--- config.mk ---
export PLATFORM = sky130hd
export DESIGN_NAME = key_teleop_velocity_ramp_core
export DESIGN_NICKNAME = d
export VERILOG_FILES = /design/src/sv/kvr_pkg.sv /design/src/sv/kvr_key_decode.sv /design/src/sv/kvr_cfg_regs.sv /design/src/sv/kvr_ramp.sv /design/src/sv/key_teleop_velocity_ramp_core.sv
export SDC_FILE = /design/constraint.sdc
export NUM_CORES = 1
export LEC_CHECK = 0
export BUFFER_PORTS_ARGS = -buffer_cell sky130_fd_sc_hd__buf_2
export CAP_MARGIN = 20
export CORE_AREA = 2 2 298 300
export CTS_CLUSTER_DIAMETER = 50
export DETAILED_ROUTE_END_ITERATION = 7
export DIE_AREA = 0 0 300 302
export GPL_ROUTABILITY_DRIVEN = 0
export PLACE_DENSITY = 0.5
export SLEW_MARGIN = 30
export SYNTH_ARGS = -nofsm -noshare
export SYNTH_HDL_FRONTEND = slang
export SYNTH_SLANG_ARGS = --single-unit
--- constraint.sdc ---
create_clock -name clk_i -period 13.95 [get_ports clk_i]
set_clock_uncertainty 0.05 [all_clocks]
set_input_delay 0 -clock clk_i [delete_from_list [all_inputs] [get_ports clk_i]]
set_output_delay 0 -clock clk_i [all_outputs]
set_load 0.005 [all_outputs]
--- src/sv/kvr_pkg.sv ---
`timescale 1ns / 1ps

package kvr_pkg;

  // Default number of fraction bits of the signed fixed-point values.
  localparam int unsigned FracBits = 12;

  localparam int unsigned StepW  = 13;
  localparam int unsigned LimitW = 4;
  localparam int unsigned GainW  = 15;
  localparam int unsigned OutW   = 16;
  localparam int unsigned IdleW  = 5;

  localparam logic [GainW-1:0] GainMax = '1;
  localparam logic [IdleW-1:0] IdleSat = '1;

  // Key bytes that mean something to the block.
  localparam logic [7:0] KeyFwd       = 8'h69;  // i
  localparam logic [7:0] KeyFwdRight  = 8'h6F;  // o
  localparam logic [7:0] KeyLeft      = 8'h6A;  // j
  localparam logic [7:0] KeyRight     = 8'h6C;  // l
  localparam logic [7:0] KeyFwdLeft   = 8'h75;  // u
  localparam logic [7:0] KeyBack      = 8'h2C;  // ,
  localparam logic [7:0] KeyBackLeft  = 8'h2E;  // .
  localparam logic [7:0] KeyBackRight = 8'h6D;  // m
  localparam logic [7:0] KeyBothUp    = 8'h71;  // q
  localparam logic [7:0] KeyBothDown  = 8'h7A;  // z
  localparam logic [7:0] KeySpeedUp   = 8'h77;  // w
  localparam logic [7:0] KeySpeedDown = 8'h78;  // x
  localparam logic [7:0] KeyTurnUp    = 8'h65;  // e
  localparam logic [7:0] KeyTurnDown  = 8'h63;  // c
  localparam logic [7:0] KeySpace     = 8'h20;
  localparam logic [7:0] KeyStop      = 8'h6B;  // k
  localparam logic [7:0] KeyHalt      = 8'h03;

  // Reciprocal of ten: floor(v * 838861 / 2^23) equals floor(v / 10) for v below 2^21.
  localparam logic [19:0] RecipTen      = 20'd838861;
  localparam int unsigned RecipTenShift = 23;

  typedef enum logic [1:0] {
    REG_LINEAR_STEP = 2'd0,
    REG_TURN_STEP   = 2'd1,
    REG_IDLE_LIMIT  = 2'd2
  } reg_idx_e;

  typedef enum logic [2:0] {
    KIND_DIR,
    KIND_SCALE,
    KIND_STOP,
    KIND_UNKNOWN,
    KIND_HALT
  } key_kind_e;

  typedef enum logic [1:0] {
    SCALE_KEEP,
    SCALE_UP,
    SCALE_DOWN
  } scale_e;

  typedef logic signed [1:0] sign_t;

  typedef struct packed {
    logic [7:0] key_code;
    logic       taken_by_arm;
  } in_item_t;

  typedef struct packed {
    logic signed [OutW-1:0] linear_speed;
    logic signed [OutW-1:0] angular_rate;
  } out_item_t;

  typedef struct packed {
    logic [StepW-1:0]  linear_step;
    logic [StepW-1:0]  turn_step;
    logic [LimitW-1:0] idle_limit;
  } cfg_t;

  typedef struct packed {
    key_kind_e kind;
    sign_t     lin_sign;
    sign_t     turn_sign;
    scale_e    speed_scale;
    scale_e    turn_scale;
  } key_dec_t;

  // Gain times 1.1 or 0.9, rounded half up, limited to the largest gain.
  function automatic logic [GainW-1:0] scale_gain(input logic [GainW-1:0] gain,
                                                 input scale_e code);
    logic [18:0] num;
    logic [38:0] prod;
    logic [15:0] quot;
    logic [GainW-1:0] res;
    num  = '0;
    prod = '0;
    quot = '0;
    res  = gain;
    case (code)
      SCALE_UP: begin
        num = ({4'd0, gain} << 3) + ({4'd0, gain} << 1) + {4'd0, gain} + 19'd5;
      end
      SCALE_DOWN: begin
        num = ({4'd0, gain} << 3) + {4'd0, gain} + 19'd5;
      end
      default: begin
        num = '0;
      end
    endcase
    if (code == SCALE_UP || code == SCALE_DOWN) begin
      prod = {20'd0, num} * {19'd0, RecipTen};
      quot = prod[RecipTenShift +: 16];
      res  = quot[15] ? GainMax : quot[GainW-1:0];
    end
    return res;
  endfunction

  // Move an output towards its target by at most one step.
  function automatic logic signed [OutW-1:0] slew(input logic signed [OutW-1:0] cur,
                                                 input logic signed [OutW:0]   target,
                                                 input logic [StepW-1:0]      step);
    logic signed [OutW+1:0] o;
    logic signed [OutW+1:0] t;
    logic signed [OutW+1:0] s;
    logic signed [OutW+1:0] up;
    logic signed [OutW+1:0] dn;
    logic signed [OutW+1:0] res;
    o  = {{2{cur[OutW-1]}}, cur};
    t  = {target[OutW], target};
    s  = $signed({5'd0, step});
    up = o + s;
    dn = o - s;
    if (t > o) begin
      res = (up < t) ? up : t;
    end else if (t < o) begin
      res = (dn > t) ? dn : t;
    end else begin
      res = t;
    end
    return res[OutW-1:0];
  endfunction

endpackage

--- src/sv/kvr_key_decode.sv ---
`timescale 1ns / 1ps

module kvr_key_decode (
  input  logic [7:0]        key_code_i,
  output kvr_pkg::key_dec_t dec_o
);
  import kvr_pkg::*;

  // Sorts a key byte into its class and the signs or scale codes it carries.
  always_comb begin
    dec_o.kind        = KIND_UNKNOWN;
    dec_o.lin_sign    = 2'sd0;
    dec_o.turn_sign   = 2'sd0;
    dec_o.speed_scale = SCALE_KEEP;
    dec_o.turn_scale  = SCALE_KEEP;
    case (key_code_i)
      KeyFwd: begin
        dec_o.kind     = KIND_DIR;
        dec_o.lin_sign = 2'sd1;
      end
      KeyFwdRight: begin
        dec_o.kind      = KIND_DIR;
        dec_o.lin_sign  = 2'sd1;
        dec_o.turn_sign = -2'sd1;
      end
      KeyLeft: begin
        dec_o.kind      = KIND_DIR;
        dec_o.turn_sign = 2'sd1;
      end
      KeyRight: begin
        dec_o.kind      = KIND_DIR;
        dec_o.turn_sign = -2'sd1;
      end
      KeyFwdLeft: begin
        dec_o.kind      = KIND_DIR;
        dec_o.lin_sign  = 2'sd1;
        dec_o.turn_sign = 2'sd1;
      end
      KeyBack: begin
        dec_o.kind     = KIND_DIR;
        dec_o.lin_sign = -2'sd1;
      end
      KeyBackLeft: begin
        dec_o.kind      = KIND_DIR;
        dec_o.lin_sign  = -2'sd1;
        dec_o.turn_sign = 2'sd1;
      end
      KeyBackRight: begin
        dec_o.kind      = KIND_DIR;
        dec_o.lin_sign  = -2'sd1;
        dec_o.turn_sign = -2'sd1;
      end
      KeyBothUp: begin
        dec_o.kind        = KIND_SCALE;
        dec_o.speed_scale = SCALE_UP;
        dec_o.turn_scale  = SCALE_UP;
      end
      KeyBothDown: begin
        dec_o.kind        = KIND_SCALE;
        dec_o.speed_scale = SCALE_DOWN;
        dec_o.turn_scale  = SCALE_DOWN;
      end
      KeySpeedUp: begin
        dec_o.kind        = KIND_SCALE;
        dec_o.speed_scale = SCALE_UP;
      end
      KeySpeedDown: begin
        dec_o.kind        = KIND_SCALE;
        dec_o.speed_scale = SCALE_DOWN;
      end
      KeyTurnUp: begin
        dec_o.kind       = KIND_SCALE;
        dec_o.turn_scale = SCALE_UP;
      end
      KeyTurnDown: begin
        dec_o.kind       = KIND_SCALE;
        dec_o.turn_scale = SCALE_DOWN;
      end
      KeySpace, KeyStop: begin
        dec_o.kind = KIND_STOP;
      end
      KeyHalt: begin
        dec_o.kind = KIND_HALT;
      end
      default: begin
        dec_o.kind = KIND_UNKNOWN;
      end
    endcase
  end

endmodule

--- src/sv/kvr_cfg_regs.sv ---
`timescale 1ns / 1ps

module kvr_cfg_regs #(
  parameter int unsigned FRAC_BITS = kvr_pkg::FracBits
) (
  input  logic          clk_i,
  input  logic          rst_ni,
  input  logic          psel,
  input  logic          penable,
  input  logic          pwrite,
  input  logic [3:0]    paddr,
  input  logic [31:0]   pwdata,
  output logic [31:0]   prdata,
  output logic          pready,
  output kvr_pkg::cfg_t cfg_o
);
  import kvr_pkg::*;

  localparam int unsigned OneQ = 1 << FRAC_BITS;
  localparam logic [StepW-1:0] LinearStepRst = StepW'((OneQ * 2 + 50) / 100);
  localparam logic [StepW-1:0] TurnStepRst   = StepW'((OneQ + 5) / 10);
  localparam logic [LimitW-1:0] IdleLimitRst = LimitW'(4);

  logic [StepW-1:0]  linear_step_q;
  logic [StepW-1:0]  turn_step_q;
  logic [LimitW-1:0] idle_limit_q;
  logic              wr_en;
  logic [1:0]        idx;

  assign pready = 1'b1;
  assign idx    = paddr[3:2];
  assign wr_en  = psel && penable && pwrite;

  always_ff @(posedge clk_i or negedge rst_ni) begin
    if (!rst_ni) begin
      linear_step_q <= LinearStepRst;
      turn_step_q   <= TurnStepRst;
      idle_limit_q  <= IdleLimitRst;
    end else if (wr_en) begin
      case (idx)
        REG_LINEAR_STEP: linear_step_q <= pwdata[StepW-1:0];
        REG_TURN_STEP:   turn_step_q   <= pwdata[StepW-1:0];
        REG_IDLE_LIMIT:  idle_limit_q  <= pwdata[LimitW-1:0];
        default: begin
        end
      endcase
    end
  end

  always_comb begin
    case (idx)
      REG_LINEAR_STEP: prdata = {{(32 - StepW){1'b0}}, linear_step_q};
      REG_TURN_STEP:   prdata = {{(32 - StepW){1'b0}}, turn_step_q};
      REG_IDLE_LIMIT:  prdata = {{(32 - LimitW){1'b0}}, idle_limit_q};
      default:         prdata = '0;
    endcase
  end

  assign cfg_o.linear_step = linear_step_q;
  assign cfg_o.turn_step   = turn_step_q;
  assign cfg_o.idle_limit  = idle_limit_q;

endmodule

--- src/sv/kvr_ramp.sv ---
`timescale 1ns / 1ps

module kvr_ramp #(
  parameter int unsigned FRAC_BITS = kvr_pkg::FracBits
) (
  input  logic              clk_i,
  input  logic              rst_ni,
  input  kvr_pkg::cfg_t     cfg_i,
  input  logic              item_valid_i,
  input  logic              taken_i,
  input  kvr_pkg::key_dec_t dec_i,
  output logic              advance_o,
  output logic              out_valid_o,
  input  logic              out_stall_i,
  output kvr_pkg::out_item_t out_data_o
);
  import kvr_pkg::*;

  localparam int unsigned OneQ = 1 << FRAC_BITS;
  localparam logic [GainW-1:0] SpeedGainRst = GainW'((OneQ * 2 + 5) / 10);
  localparam logic [GainW-1:0] TurnGainRst  = GainW'(OneQ);

  sign_t                  lin_sign_q, lin_sign_d;
  sign_t                  turn_sign_q, turn_sign_d;
  logic [GainW-1:0]       speed_gain_q, speed_gain_d;
  logic [GainW-1:0]       turn_gain_q, turn_gain_d;
  logic [IdleW-1:0]       idle_cnt_q, idle_cnt_d;
  logic signed [OutW-1:0] lin_out_q, lin_out_d;
  logic signed [OutW-1:0] turn_out_q, turn_out_d;
  logic                   halted_q, halted_d;
  logic                   res_valid_q, res_valid_d;

  logic                   work;
  logic signed [OutW-1:0] lin_base, turn_base;
  logic signed [OutW:0]   lin_target, turn_target;

  // The output state doubles as the result register: it only changes when the
  // previous result has been taken or is being taken in this cycle.
  assign advance_o = item_valid_i && (!res_valid_q || !out_stall_i);
  assign work      = advance_o && !halted_q && !taken_i;

  always_comb begin
    lin_sign_d   = lin_sign_q;
    turn_sign_d  = turn_sign_q;
    speed_gain_d = speed_gain_q;
    turn_gain_d  = turn_gain_q;
    idle_cnt_d   = idle_cnt_q;
    halted_d     = halted_q;
    lin_base     = lin_out_q;
    turn_base    = turn_out_q;
    res_valid_d  = res_valid_q && out_stall_i;

    if (work) begin
      case (dec_i.kind)
        KIND_DIR: begin
          lin_sign_d  = dec_i.lin_sign;
          turn_sign_d = dec_i.turn_sign;
          idle_cnt_d  = '0;
        end
        KIND_SCALE: begin
          speed_gain_d = scale_gain(speed_gain_q, dec_i.speed_scale);
          turn_gain_d  = scale_gain(turn_gain_q, dec_i.turn_scale);
          idle_cnt_d   = '0;
        end
        KIND_STOP: begin
          lin_sign_d  = 2'sd0;
          turn_sign_d = 2'sd0;
          lin_base    = '0;
          turn_base   = '0;
        end
        default: begin
          if (idle_cnt_q != IdleSat) begin
            idle_cnt_d = idle_cnt_q + IdleW'(1);
          end
          if (idle_cnt_d > {1'b0, cfg_i.idle_limit}) begin
            lin_sign_d  = 2'sd0;
            turn_sign_d = 2'sd0;
          end
          if (dec_i.kind == KIND_HALT) begin
            halted_d = 1'b1;
          end
        end
      endcase
      if (dec_i.kind != KIND_HALT) begin
        res_valid_d = 1'b1;
      end
    end
  end

  always_comb begin
    case (lin_sign_d)
      2'sd1:   lin_target = $signed({2'b00, speed_gain_d});
      -2'sd1:  lin_target = -$signed({2'b00, speed_gain_d});
      default: lin_target = '0;
    endcase
    case (turn_sign_d)
      2'sd1:   turn_target = $signed({2'b00, turn_gain_d});
      -2'sd1:  turn_target = -$signed({2'b00, turn_gain_d});
      default: turn_target = '0;
    endcase
  end

  always_comb begin
    lin_out_d  = lin_out_q;
    turn_out_d = turn_out_q;
    if (work && dec_i.kind != KIND_HALT) begin
      lin_out_d  = slew(lin_base, lin_target, cfg_i.linear_step);
      turn_out_d = slew(turn_base, turn_target, cfg_i.turn_step);
    end
  end

  always_ff @(posedge clk_i or negedge rst_ni) begin
    if (!rst_ni) begin
      lin_sign_q   <= 2'sd0;
      turn_sign_q  <= 2'sd0;
      speed_gain_q <= SpeedGainRst;
      turn_gain_q  <= TurnGainRst;
      idle_cnt_q   <= '0;
      lin_out_q    <= '0;
      turn_out_q   <= '0;
      halted_q     <= 1'b0;
      res_valid_q  <= 1'b0;
    end else begin
      lin_sign_q   <= lin_sign_d;
      turn_sign_q  <= turn_sign_d;
      speed_gain_q <= speed_gain_d;
      turn_gain_q  <= turn_gain_d;
      idle_cnt_q   <= idle_cnt_d;
      lin_out_q    <= lin_out_d;
      turn_out_q   <= turn_out_d;
      halted_q     <= halted_d;
      res_valid_q  <= res_valid_d;
    end
  end

  assign out_valid_o             = res_valid_q;
  assign out_data_o.linear_speed = lin_out_q;
  assign out_data_o.angular_rate = turn_out_q;

  // Once halted the block stays halted until reset.
  assert property (@(posedge clk_i) disable iff (!rst_ni) halted_q |=> halted_q)
    else $error("halted state was left without reset");

  // A halted block never produces another result.
  assert property (@(posedge clk_i) disable iff (!rst_ni)
    (halted_q && !res_valid_q) |=> !res_valid_q)
    else $error("result produced while halted");

  // A stop key zeroes both outputs in the same step.
  assert property (@(posedge clk_i) disable iff (!rst_ni)
    (work && dec_i.kind == KIND_STOP) |=> (lin_out_q == 0 && turn_out_q == 0))
    else $error("stop key did not clear the outputs");

  // Signs only take the values -1, 0 and +1.
  assert property (@(posedge clk_i) disable iff (!rst_ni)
    (lin_sign_q != -2'sd2) && (turn_sign_q != -2'sd2))
    else $error("motion sign out of range");

  // The output state must not move while a result is held by a stalled consumer.
  assert property (@(posedge clk_i) disable iff (!rst_ni)
    (res_valid_q && out_stall_i) |=> ($stable(lin_out_q) && $stable(turn_out_q)))
    else $error("held result overwritten");

endmodule

--- src/sv/key_teleop_velocity_ramp_core.sv ---
`timescale 1ns / 1ps

// Keyboard teleoperation velocity ramp. Each input transfer carries one key
// byte and a flag that marks keys already consumed by the arm handler; such
// keys, and every key after the halt key (0x03), produce no output transfer
// and leave the state untouched. Direction keys set the linear and turn signs,
// scale keys change the speed and turn gains by 1.1 or 0.9 (rounded, limited
// to 32767), space or k stops both outputs at once, and too many unknown keys
// in a row clear both signs. Every other key produces one output transfer in
// which both signed fixed-point outputs have moved towards gain times sign by
// at most the programmed step. The block takes one item per clock cycle while
// the input side is not stalled: an item is held in the input register, and the
// decode, gain scaling and slew logic update the state and the output register
// from it when it moves on. The input side stalls only while an item waits
// behind an output transfer that the consumer is stalling. The step and idle
// limit registers are written over the APB port at byte addresses 0x0, 0x4 and
// 0x8 and must only be changed while the block is idle.
module key_teleop_velocity_ramp_core #(
  parameter int unsigned FRAC_BITS = kvr_pkg::FracBits
) (
  input  logic               clk_i,
  input  logic               rst_ni,

  input  logic               in_valid_i,
  output logic               in_stall_o,
  input  kvr_pkg::in_item_t  in_data_i,

  output logic               out_valid_o,
  input  logic               out_stall_i,
  output kvr_pkg::out_item_t out_data_o,

  input  logic               psel,
  input  logic               penable,
  input  logic               pwrite,
  input  logic [3:0]         paddr,
  input  logic [31:0]        pwdata,
  output logic [31:0]        prdata,
  output logic               pready
);
  import kvr_pkg::*;

  cfg_t     cfg;
  key_dec_t dec;
  in_item_t item_q;
  logic     item_valid_q;
  logic     advance;

  // The input register is free when it is empty or its item moves on now.
  assign in_stall_o = item_valid_q && !advance;

  always_ff @(posedge clk_i or negedge rst_ni) begin
    if (!rst_ni) begin
      item_valid_q <= 1'b0;
    end else if (!in_stall_o) begin
      item_valid_q <= in_valid_i;
    end
  end

  // Payload needs no reset; it is qualified by the valid bit.
  always_ff @(posedge clk_i) begin
    if (!in_stall_o && in_valid_i) begin
      item_q <= in_data_i;
    end
  end

  kvr_cfg_regs #(
    .FRAC_BITS(FRAC_BITS)
  ) u_cfg (
    .clk_i  (clk_i),
    .rst_ni (rst_ni),
    .psel   (psel),
    .penable(penable),
    .pwrite (pwrite),
    .paddr  (paddr),
    .pwdata (pwdata),
    .prdata (prdata),
    .pready (pready),
    .cfg_o  (cfg)
  );

  kvr_key_decode u_decode (
    .key_code_i(item_q.key_code),
    .dec_o     (dec)
  );

  kvr_ramp #(
    .FRAC_BITS(FRAC_BITS)
  ) u_ramp (
    .clk_i       (clk_i),
    .rst_ni      (rst_ni),
    .cfg_i       (cfg),
    .item_valid_i(item_valid_q),
    .taken_i     (item_q.taken_by_arm),
    .dec_i       (dec),
    .advance_o   (advance),
    .out_valid_o (out_valid_o),
    .out_stall_i (out_stall_i),
    .out_data_o  (out_data_o)
  );

endmodule
==> run metrics <==
fillcell total=9341; dominant synthesized flop cell=dfrtp_1; final setup violation count=0; Tightest Hold Check Type=input port to flop; initial antenna violation count=0; outcome=finished, final reports clean; Fin Setup TNS=0 ps; drt pass-1 iters=5; I/O Buffers=77; Via density=4.84; row cnt=109; Net Sw Frac=0.490; Crit Path Category=flop to flop; synthesized area per cell=8.52 sq um; CP most frequent cell=inv_1; Top Ports=119; GRT Total Usage=0.163; Netlist cell types=95; mapped cell area=26100 sq um; die area=90600 sq um; Initial Util=0.298; Post-Syn Instances=3059; clock sink count=113; top cells by count, synth=inv_1, ha_1, fa_1, nor2_1, nand2_1; Worst setup SP type=flop; Power Density=109 nW/um^2; minimum clock period=13220 ps; Post-synth EDFFs=9; total of max-cap violations=0; Final Non-Filler Cells=4371; Critical Path AT=13520 ps; worst endpoint required time=14240 ps; min-delay src=penable; gr ovfl total=0; switching power=1.56 mW; Num CTS Buffers=17; Synth top area share=0.241; Post-synth ARST share=0.920; Die Height=302 microns; largest net degree at the start of global routing=54; period utilization=0.948; Critical Path Fanout Max=7; Final Total Pwr=3.18 mW; vias in the first global route=21600; clock share of power=0.157; clk root buf=clkbuf_16; final WL=72900 microns; Leak=15.5 nW; Slew Limit Fails=0; Gate power share=0.682; Max stage delay on crit path=610 ps; Fin. Hold Viols=0; total number of vias=21100; reg2reg start=u_ramp.speed_gain_q[1]$_DFF_PN1_; critical path capture point type=flop; crit path max-delay cell type=dfstp_2; DP HPWL=61700 microns; Yosys warnings=0; layout cells sized above 1=0.0989; dpl cells=4304; PnR worst setup slack=726 ps; clk buf depth=2; core area=87600 sq um; CTS tree=done; RSZ-0062 raised after global routing=no; number of diodes=0; H-tree lvl count=4; Clk Latency, worst-skew pair=450 ps; Slew @ Worst Pin=837 ps; Layout area overhead=12.0%; ANT nets after route=0; max_slew headroom=0.442; Reg clk slew, reported paths=70 ps; post-place setup slack=246 ps; Seq pwr share=0.161; hold slack=43.3 ps; Die W=300 microns; post-synthesis sequential area ratio=0.111; most frequent cell after synthesis=inv_1; post-synthesis register bit count=113; # nets final=3974; # DRC=0; Fmax=75.6 MHz; initial DRC count=965; Worst Setup SP=u_ramp.speed_gain_q[1]$_DFF_PN1_; Max IR drop VDD=0.000123 V; first-pass GRT wire length=118000 microns; Synth area leaders=ha_1, fa_1, dfrtp_1; internal power=1.62 mW; dominant cell type by area after synthesis=ha_1; Wirelength per Cell=16.7 microns
## power groups by stage
stage                     clock network (mW)  registers (mW)  logic (mW)
after global placement                     0           0.518        2.15
after CTS                              0.513           0.513        2.16
after detailed placement                   0           0.517        2.14
after floorplan                            0           0.476        1.48
after global routing                   0.524           0.523        2.45
final                                  0.501           0.511        2.17
## final cells by class
| type | count | area [sq um] | share of cell area |
|---|---|---|---|
| inverters | 545 | 2050 | 0.0701 |
| clock inverters | 14 | 193 | 0.00660 |
| multi-input cells | 2330 | 20900 | 0.715 |
| flip-flops and latches | 113 | 2900 | 0.0993 |
| well taps | 1165 | 1460 | 0.0500 |
| clock buffers | 18 | 450 | 0.0154 |
| repair buffers | 186 | 1270 | 0.0436 |
## cell usage in the layout, fill, tap and decap left out, types with 17 or more instances in the layout
master / synthesis / layout
a21o_1: 58 / 58
a21oi_1: 155 / 153
a22oi_1: 24 / 24
a31oi_1: 20 / 20
and2_1: 36 / 36
and3_1: 24 / 24
buf_2: 9 / 76
buf_4: 21 / 84
clkbuf_16: 0 / 18
conb_1: 2 / 20
dfrtp_1: 88 / 85
dlygate4sd3_1: 0 / 26
fa_1: 228 / 228
ha_1: 501 / 500
inv_1: 543 / 543
mux2_2: 20 / 20
mux2i_1: 20 / 20
nand2_1: 175 / 175
nand2b_1: 39 / 39
nand3_1: 45 / 45
nand4_1: 23 / 23
nor2_1: 197 / 195
nor2b_1: 35 / 35
nor3_1: 41 / 37
o21a_1: 35 / 35
o21ai_0: 134 / 127
o21bai_1: 28 / 28
o22ai_1: 18 / 18
or2_2: 32 / 32
or3_1: 17 / 17
xnor2_1: 112 / 110
xor2_1: 46 / 46
## through the flow
stage | util | cell area (sq um)
4_1_cts | 0.332 | 29000
3_5_place_dp | 0.321 | 28100
3_3_place_gp | 0.321 | 28100
5_1_grt | 0.333 | 29200
2_1_floorplan | - | 26100
6_report | 0.333 | 29200
## what timing repair did
| item | in CTS | in global routing |
|---|---|---|
| endpoints found under the hold margin | 85 | 0 |
| hold buffers | 26 | 0 |
| buffers inserted | 0 | 9 |
| setup endpoints to repair | 0 | 32 |
| gates resized for setup | 0 | 23 |
## final timing paths
path,to,slack [ps],cells after the start
max,u_ramp.lin_out_q[2]$_DFFE_PN0P_,730,55
min,u_cfg.idle_limit_q[2]$_DFFE_PN1P_,40,5
max reg2reg,u_ramp.lin_out_q[2]$_DFFE_PN0P_,730,55
min reg2reg,u_ramp.halted_q$_DFFE_PN0P_,410,1
max in group asynchronous,u_ramp.turn_gain_q[1]$_DFF_PN0_,12450,3
min in group asynchronous,u_ramp.lin_out_q[9]$_DFFE_PN0P_,140,2
## sequential cells by signal, indices dropped and copies added, names as in the netlist
signal and cells:
u_cfg.linear_step_q 13, u_ramp.out_valid_o 1, u_ramp.halted_q 1, item_valid_q 1, u_cfg.turn_step_q 13, u_ramp.idle_cnt_q 5, u_ramp.speed_gain_q 15, u_cfg.idle_limit_q 4
u_ramp.turn_sign_q 2, u_ramp.lin_out_q 16, u_ramp.turn_gain_q 15, u_ramp.lin_sign_q 2, item_q 9, u_ramp.turn_out_q 16
## cells by family (layout without fill, tap and decap cells)
family,Yosys count,count (layout),share of synthesized area
fa+ha+maj,729,729,0.416
mux,40,40,0.0163
xor+xnor,159,159,0.0540
buf+inv,634,763,0.0948
simple gates,720,720,0.138
flops,113,113,0.111
compound gates,662,662,0.170
other cells,2,20,0.000288
## per-layer routing
| metal | vias up | global-route usage | part of all wire |
|---|---|---|---|
| met4 | 0 | 0.0392 | 0.020 |
| met5 | - | 0 | 0 |
| met2 | 322 | 0.278 | 0.47 |
| li1 | 10600 | - | - |
| met3 | 71 | 0.0139 | 0.025 |
| met1 | 10100 | 0.223 | 0.49 |
## worst max-delay path: cells and delay by family, from the launching register on
| family | cells | cell delay [ps] |
|---|---|---|
| mux | 1 | 330 |
| simple gates | 11 | 2390 |
| xor+xnor | 2 | 440 |
| compound gates | 21 | 3900 |
| buf+inv | 9 | 770 |
| fa+ha+maj | 11 | 4590 |
| flops | 1 | 610 |
(Power assumes the default switching activity.)
